<file path="config.mk">
export PLATFORM = sky130hd
export DESIGN_NAME = rsa_modular_exponentiation_top
export DESIGN_NICKNAME = d
export VERILOG_FILES = /design/src/rsamx_pkg.sv /design/src/rsamx_modmul.sv /design/src/rsa_modular_exponentiation_top.sv
export SDC_FILE = /design/constraint.sdc
export NUM_CORES = 1
export LEC_CHECK = 0
export BUFFER_PORTS_ARGS = -buffer_cell sky130_fd_sc_hd__buf_2
export CORE_UTILIZATION = 41
export CTS_CLUSTER_DIAMETER = 80
export DETAILED_ROUTE_END_ITERATION = 16
export PLACE_DENSITY = 0.6
export SKIP_CTS_REPAIR_TIMING = 1
export SLEW_MARGIN = 30
export SYNTH_ARGS = -nofsm -noshare
export SYNTH_HDL_FRONTEND = slang
export SYNTH_SLANG_ARGS = --single-unit
</file>
<file path="constraint.sdc">
create_clock -name clock -period 10.9 [get_ports clock]
set_input_delay 1.635 -clock clock [delete_from_list [all_inputs] [get_ports clock]]
set_output_delay 1.635 -clock clock [all_outputs]
set_load 0.01 [all_outputs]
</file>
<file path="src/rsamx_pkg.sv">
// Shared constants for the RSA modular exponentiation block.
`timescale 1ns / 1ps
`default_nettype none
package rsamx_pkg;

   localparam int DATA_WIDTH_DEFAULT = 16;
   localparam int FIELD_WIDTH        = 16;
   localparam int CSR_ADDR_WIDTH     = 4;
   localparam int CSR_DATA_WIDTH     = 32;

   localparam logic [FIELD_WIDTH-1:0] RESET_MODULUS  = 16'd5141;
   localparam logic [FIELD_WIDTH-1:0] RESET_PUB_EXP  = 16'd7;
   localparam logic [FIELD_WIDTH-1:0] RESET_PRIV_EXP = 16'd4279;

   localparam logic [1:0] REG_MODULUS  = 2'd0;
   localparam logic [1:0] REG_PUB_EXP  = 2'd1;
   localparam logic [1:0] REG_PRIV_EXP = 2'd2;

   localparam logic CMD_ENCRYPT = 1'b0;
   localparam logic CMD_DECRYPT = 1'b1;

endpackage
`default_nettype wire

</file>
<file path="src/rsamx_modmul.sv">
// Bit-serial modular multiplier: one double-and-add step per cycle.
`timescale 1ns / 1ps
`default_nettype none
module rsamx_modmul #(
   parameter int DATA_WIDTH = rsamx_pkg::DATA_WIDTH_DEFAULT
) (
   input  wire logic                  clock,
   input  wire logic                  reset,
   input  wire logic                  start,
   input  wire logic [DATA_WIDTH-1:0] op_a,
   input  wire logic [DATA_WIDTH-1:0] op_b,
   input  wire logic [DATA_WIDTH-1:0] modulus,
   output logic                       done,
   output logic [DATA_WIDTH-1:0]      product
);

   logic                  run_ff, run_in;
   logic [DATA_WIDTH-1:0] a_ff, a_in;
   logic [DATA_WIDTH-1:0] b_ff, b_in;
   logic [DATA_WIDTH-1:0] acc_ff, acc_in;

   logic [DATA_WIDTH:0]   sum_acc, sum_dbl, mod_ext;
   logic [DATA_WIDTH-1:0] acc_step, a_step;

   // operands stay below the modulus, so one conditional subtract reduces each sum
   always_comb begin
      mod_ext  = {1'b0, modulus};
      sum_acc  = {1'b0, acc_ff} + {1'b0, a_ff};
      sum_dbl  = {1'b0, a_ff} + {1'b0, a_ff};
      acc_step = (sum_acc >= mod_ext) ? DATA_WIDTH'(sum_acc - mod_ext)
                                      : sum_acc[DATA_WIDTH-1:0];
      a_step   = (sum_dbl >= mod_ext) ? DATA_WIDTH'(sum_dbl - mod_ext)
                                      : sum_dbl[DATA_WIDTH-1:0];
   end

   always_comb begin
      run_in = run_ff;
      a_in   = a_ff;
      b_in   = b_ff;
      acc_in = acc_ff;
      if (start) begin
         run_in = 1'b1;
         a_in   = op_a;
         b_in   = op_b;
         acc_in = '0;
      end else if (run_ff) begin
         if (b_ff == '0) begin
            run_in = 1'b0;
         end else begin
            if (b_ff[0]) begin
               acc_in = acc_step;
            end
            a_in = a_step;
            b_in = b_ff >> 1;
         end
      end
   end

   always_ff @(posedge clock) begin
      if (reset) begin
         run_ff <= 1'b0;
      end else begin
         run_ff <= run_in;
      end
      a_ff   <= a_in;
      b_ff   <= b_in;
      acc_ff <= acc_in;
   end

   assign done    = run_ff && (b_ff == '0);
   assign product = acc_ff;

endmodule
`default_nettype wire

</file>
<file path="src/rsa_modular_exponentiation_top.sv">
// Top level: register file, square-and-multiply sequencer and result register.
//
//   channel  direction  handshake             payload
//   req      in         req_valid/req_stall   req_cmd, req_value
//   rsp      out        rsp_valid/rsp_stall   rsp_result
//   csr      in         psel/penable/pready   paddr, pwrite, pwdata, prdata
//
// One item at a time. The shared modular multiplier first reduces the base,
// then runs one square per significant exponent bit and one multiply per set
// bit; a stalled result holds the item in the done state until it is taken.
// Synchronous reset restores the register defaults and idles the sequencer.
// req_stall stays high from acceptance until the result word is taken.
`timescale 1ns / 1ps
`default_nettype none
module rsa_modular_exponentiation_top #(
   parameter int DATA_WIDTH = rsamx_pkg::DATA_WIDTH_DEFAULT
) (
   input  wire logic                                  clock,
   input  wire logic                                  reset,
   input  wire logic                                  req_valid,
   output logic                                       req_stall,
   input  wire logic                                  req_cmd,
   input  wire logic [rsamx_pkg::FIELD_WIDTH-1:0]     req_value,
   output logic                                       rsp_valid,
   input  wire logic                                  rsp_stall,
   output logic [rsamx_pkg::FIELD_WIDTH-1:0]          rsp_result,
   input  wire logic                                  psel,
   input  wire logic                                  penable,
   input  wire logic                                  pwrite,
   input  wire logic [rsamx_pkg::CSR_ADDR_WIDTH-1:0]  paddr,
   input  wire logic [rsamx_pkg::CSR_DATA_WIDTH-1:0]  pwdata,
   output logic [rsamx_pkg::CSR_DATA_WIDTH-1:0]       prdata,
   output logic                                       pready
);

   localparam int FW = rsamx_pkg::FIELD_WIDTH;

   localparam logic [2:0] ST_IDLE = 3'd0;
   localparam logic [2:0] ST_RED  = 3'd1;
   localparam logic [2:0] ST_EXP  = 3'd2;
   localparam logic [2:0] ST_MULA = 3'd3;
   localparam logic [2:0] ST_SQR  = 3'd4;
   localparam logic [2:0] ST_DONE = 3'd5;

   logic [FW-1:0] modulus_ff, pub_exp_ff, priv_exp_ff;
   logic [1:0]    reg_index;
   logic          csr_write;

   logic [2:0]            state_ff, state_in;
   logic                  cmd_ff, cmd_in;
   logic [DATA_WIDTH-1:0] exp_ff, exp_in;
   logic [DATA_WIDTH-1:0] base_ff, base_in;
   logic [DATA_WIDTH-1:0] acc_ff, acc_in;
   logic [FW-1:0]         result_ff, result_in;

   logic [DATA_WIDTH-1:0] mod_w, pub_w, priv_w, value_w;
   logic [FW-1:0]         acc_field;

   logic                  mul_start, mul_done;
   logic [DATA_WIDTH-1:0] mul_a, mul_b, mul_product;

   // configuration registers
   assign pready    = 1'b1;
   assign reg_index = paddr[3:2];
   assign csr_write = psel && penable && pwrite && pready;

   always_ff @(posedge clock) begin
      if (reset) begin
         modulus_ff  <= rsamx_pkg::RESET_MODULUS;
         pub_exp_ff  <= rsamx_pkg::RESET_PUB_EXP;
         priv_exp_ff <= rsamx_pkg::RESET_PRIV_EXP;
      end else if (csr_write) begin
         case (reg_index)
            rsamx_pkg::REG_MODULUS:  modulus_ff  <= pwdata[FW-1:0];
            rsamx_pkg::REG_PUB_EXP:  pub_exp_ff  <= pwdata[FW-1:0];
            rsamx_pkg::REG_PRIV_EXP: priv_exp_ff <= pwdata[FW-1:0];
            default: ;
         endcase
      end
   end

   always_comb begin
      case (reg_index)
         rsamx_pkg::REG_MODULUS:  prdata = rsamx_pkg::CSR_DATA_WIDTH'(modulus_ff);
         rsamx_pkg::REG_PUB_EXP:  prdata = rsamx_pkg::CSR_DATA_WIDTH'(pub_exp_ff);
         rsamx_pkg::REG_PRIV_EXP: prdata = rsamx_pkg::CSR_DATA_WIDTH'(priv_exp_ff);
         default:                 prdata = '0;
      endcase
   end

   // fit the 16-bit fields to the datapath width
   always_comb begin
      logic [63:0] mod_x, pub_x, priv_x, val_x, acc_x;
      mod_x     = 64'(modulus_ff);
      pub_x     = 64'(pub_exp_ff);
      priv_x    = 64'(priv_exp_ff);
      val_x     = 64'(req_value);
      acc_x     = 64'(acc_ff);
      mod_w     = mod_x[DATA_WIDTH-1:0];
      pub_w     = pub_x[DATA_WIDTH-1:0];
      priv_w    = priv_x[DATA_WIDTH-1:0];
      value_w   = val_x[DATA_WIDTH-1:0];
      acc_field = acc_x[FW-1:0];
   end

   // sequencer
   always_comb begin
      state_in  = state_ff;
      cmd_in    = cmd_ff;
      exp_in    = exp_ff;
      base_in   = base_ff;
      acc_in    = acc_ff;
      result_in = result_ff;
      mul_start = 1'b0;
      mul_a     = acc_ff;
      mul_b     = base_ff;
      case (state_ff)
         ST_IDLE: begin
            if (req_valid) begin
               cmd_in = req_cmd;
               exp_in = (req_cmd == rsamx_pkg::CMD_DECRYPT) ? priv_w : pub_w;
               if (mod_w < DATA_WIDTH'(2)) begin
                  result_in = '0;
                  state_in  = ST_DONE;
               end else begin
                  // base mod m as 1 * base through the multiplier
                  mul_start = 1'b1;
                  mul_a     = DATA_WIDTH'(1);
                  mul_b     = value_w;
                  state_in  = ST_RED;
               end
            end
         end
         ST_RED: begin
            if (mul_done) begin
               base_in  = mul_product;
               acc_in   = DATA_WIDTH'(1);
               state_in = ST_EXP;
            end
         end
         ST_EXP: begin
            if (exp_ff == '0) begin
               result_in = (cmd_ff == rsamx_pkg::CMD_DECRYPT)
                           ? {{(FW-8){1'b0}}, acc_field[7:0]} : acc_field;
               state_in  = ST_DONE;
            end else if (exp_ff[0]) begin
               mul_start = 1'b1;
               mul_a     = acc_ff;
               mul_b     = base_ff;
               state_in  = ST_MULA;
            end else begin
               mul_start = 1'b1;
               mul_a     = base_ff;
               mul_b     = base_ff;
               state_in  = ST_SQR;
            end
         end
         ST_MULA: begin
            if (mul_done) begin
               acc_in    = mul_product;
               mul_start = 1'b1;
               mul_a     = base_ff;
               mul_b     = base_ff;
               state_in  = ST_SQR;
            end
         end
         ST_SQR: begin
            if (mul_done) begin
               base_in  = mul_product;
               exp_in   = exp_ff >> 1;
               state_in = ST_EXP;
            end
         end
         ST_DONE: begin
            // hold the word until the receiver takes it
            if (!rsp_stall) begin
               state_in = ST_IDLE;
            end
         end
         default: begin
            state_in = ST_IDLE;
         end
      endcase
   end

   always_ff @(posedge clock) begin
      if (reset) begin
         state_ff <= ST_IDLE;
      end else begin
         state_ff <= state_in;
      end
      cmd_ff    <= cmd_in;
      exp_ff    <= exp_in;
      base_ff   <= base_in;
      acc_ff    <= acc_in;
      result_ff <= result_in;
   end

   rsamx_modmul #(
      .DATA_WIDTH (DATA_WIDTH)
   ) u_modmul (
      .clock   (clock),
      .reset   (reset),
      .start   (mul_start),
      .op_a    (mul_a),
      .op_b    (mul_b),
      .modulus (mod_w),
      .done    (mul_done),
      .product (mul_product)
   );

   assign req_stall  = (state_ff != ST_IDLE);
   assign rsp_valid  = (state_ff == ST_DONE);
   assign rsp_result = result_ff;

endmodule
`default_nettype wire

</file>
==> results.txt <==
Reg2reg start -> u_modmul.a_ff[0]
Fillers -> 2224
Leading area contributor after synthesis -> edfxtp_1
Fin worst setup slack -> 6117 ps
Most common cell after layout, fill and taps aside -> nand2_1
Area contributors post-synth -> edfxtp_1, dfxtp_1, mux2i_1, ha_1, nand2_1
CTS tree -> built
Die area -> 24520 µm²
CP Class -> reg2reg
Drt total wl -> 25.30 mm
EDFF count, synth -> 97
Synth async-reset ratio -> 0%
Design Power -> 3403 µW
Vias/cell -> 5.407
Port buffer count -> 75
Reg2reg setup slack -> 6120 ps
Fmax -> 209.1 MHz
Worst r2r path cells -> 16
Initial Util -> 41.75%
Static Leak -> 0.004336 µW
DR DRC count -> 0
# clock sinks -> 165
Die H -> 156.6 µm
Worst-Skew Late Latency -> 430 ps
Status -> completed
Clk slew on worst S/H paths -> 70 ps
Post-route cell area -> 11020 µm²
All-Layer GR Usage -> 21.37%
Syn_area_per_cell -> 9.333 µm²
Mapped Area -> 9799 µm²
Hold path start -> priv_exp_ff[3]
Startpoint types -> register
DRT iter0 DRCs -> 699
Reg-to-Reg End -> u_modmul.product[0]
Slew headroom -> 35.47%
Yosys top cell area share -> 29.72%
Final Critical Period -> 4783 ps
Sequential element share of the synthesized area -> 43.62%
CTS Buf Count -> 17
Met1 WL -> 12.46 mm
Highest metal used -> met4
Top FF cell, synth -> edfxtp_1
Peak VDD IR -> 0.0001428 V
Critical path arrival -> 5140 ps
RSZ-0062 raised after global routing -> false
Clock buffer depth -> 2
Clock Root Buffer -> clkbuf_16
Hold crit path type -> reg2reg
Post-Place Worst Slack -> 6198 ps
Final Wtd Congestion -> 0.8482
Final hold viol count -> 0
Fraction of layout cells with a size suffix above 1 -> 12.67%
First-pass GRT wire length -> 39.92 mm
Clock H-tree levels -> 4
Fin nets -> 1211
Number of synthesized register bits -> 165
Worst Hold Depth -> 2
Met3 WL -> 1.022 mm
Core ar. -> 23470 µm²
First-pass DRT Iterations -> 5
Max Cap Viol -> 0
Util after Layout -> 46.96%
Cells after synthesis -> 1050
Met2 wire length -> 11.35 mm
Largest net degree at the start of global routing -> 53
Via Count -> 7743
Worst-Margin Slew -> 967.9 ps
GR Overflow Total -> 0
Ant diodes -> 0
Critical Path End Type -> register
WP data required -> 11260 ps
Setup TNS -> 0 ps
Initial antenna violation count -> 0
Skew final -> 14.96 ps
Row cnt -> 56
Hold Path End -> priv_exp_ff[3]
Fin crit share -> 43.88%
PwrDens -> 308.8 nW/µm²
Setup Viol. Count Final -> 0
Crit-path max FO -> 17
Synth warn -> 0
Yosys cell types -> 72
Die W -> 156.6 µm
Count of pins over their slew limit -> 0
Layout area overhead -> 12.49%
Post-Place Cell Area -> 10390 µm²
Most frequent cells in the layout -> nand2_1, edfxtp_1, o21ai_0
Routed WL per cell -> 17.66 µm
Vias in the first global route -> 7139
Antenna-violating nets left -> 0
Top-Level Pins -> 111
Dpl hpwl -> 18.69 mm
layout make-up:
class                   count  area [µm²]  share of cell area, %
clock inverters            10       101.3                 0.9194
clock buffers              22       530.5                  4.813
repair buffers             86       457.9                  4.154
well taps                 319       399.1                  3.621
multi-input cells         791        5114                  46.39
inverters                  39       146.4                  1.328
flip-flops and latches    165        4274                  38.77
worst max path at each step:
stage,startpoint,to,slack (ps)
after floorplan,paddr[2],prdata[10],6350
after global placement,u_modmul.a_ff[0],u_modmul.product[13],6140
after detailed placement,u_modmul.a_ff[0],u_modmul.product[13],6200
after CTS,u_modmul.a_ff[0],u_modmul.product[0],6170
after global routing,u_modmul.a_ff[0],u_modmul.product[13],5650
final,u_modmul.a_ff[0],u_modmul.product[0],6120
per-stage QoR:
| step | hold WS [ps] | std cells |
|---|---|---|
| CTS | 473.2 | 1432 |
| detailed placement | 464.2 | 1400 |
| finish | 473.7 | 1432 |
| global route | 493.8 | 1432 |
| global placement | 456.8 | 1400 |
| floorplan | 445.1 | 1065 |
where the power goes:
part	leakage, µW	internal [µW]	switching [µW]
clock network	0.000315	374	260
logic	0.00257	766	1060
registers	0.00145	828	114
synth_stat cells, drive strengths merged (4+ instances only):
library cell / n
a211o: 6
a211oi: 6
a21o: 13
a21oi: 85
a221oi: 9
a31oi: 12
and2: 35
buf: 31
clkbuf: 39
dfxtp: 68
edfxtp: 97
ha: 48
inv: 39
mux2i: 62
nand2: 157
nand2b: 5
nand3: 15
nand3b: 11
nand4: 13
nor2: 49
nor2b: 6
nor3: 14
nor3b: 4
nor4: 16
o211ai: 5
o21a: 14
o21ai: 90
o311a: 4
o31ai: 5
or3: 7
xnor2: 27
xor2: 8
sequential cells by signal (all words and copies together), names as in the netlist:
signal            count
rsp_result           16
state_ff              3
u_modmul.b_ff        16
base_ff              16
u_modmul.run_ff       1
mod_w                16
cmd_ff                1
exp_ff               16
u_modmul.a_ff        16
priv_exp_ff          16
acc_ff               16
u_modmul.product     16
pub_exp_ff           16
metal layers:
layer / up-vias / GRT usage (%)
met5: - / 0
met1: 3641 / 30.65
met4: 0 / 6.489
met3: 29 / 2.825
met2: 186 / 33.31
li1: 3887 / -
worst max-delay path, stage by stage (launching register included):
cell	delay (ps)
edfxtp_1	460
ha_1	250
fa_1	420
a211oi_1	230
nor2_1	110
o21ai_1	400
o21ai_0	170
a21oi_1	190
xnor2_1	180
ha_1	360
nand4_1	220
nor4_1	110
nor4_1	310
o311ai_2	260
nor2_4	530
mux2_2	400
o21ai_1	110
logic make-up (layout without fill, tap and decap cells):
| family | count (synthesis) | count (layout) | share of synthesized area, % |
|---|---|---|---|
| AOI/OAI and AO/OA | 279 | 279 | 17.84 |
| xor gates and xnor gates | 35 | 35 | 3.128 |
| adders and majority gates | 51 | 51 | 6.742 |
| buffers and inverters | 109 | 157 | 5.056 |
| DFF | 165 | 165 | 43.62 |
| muxes | 63 | 63 | 6.448 |
| other | 2 | 17 | 0.07664 |
| and+or+nand+nor | 346 | 346 | 17.10 |
Power figures use the tool's default switching activity.
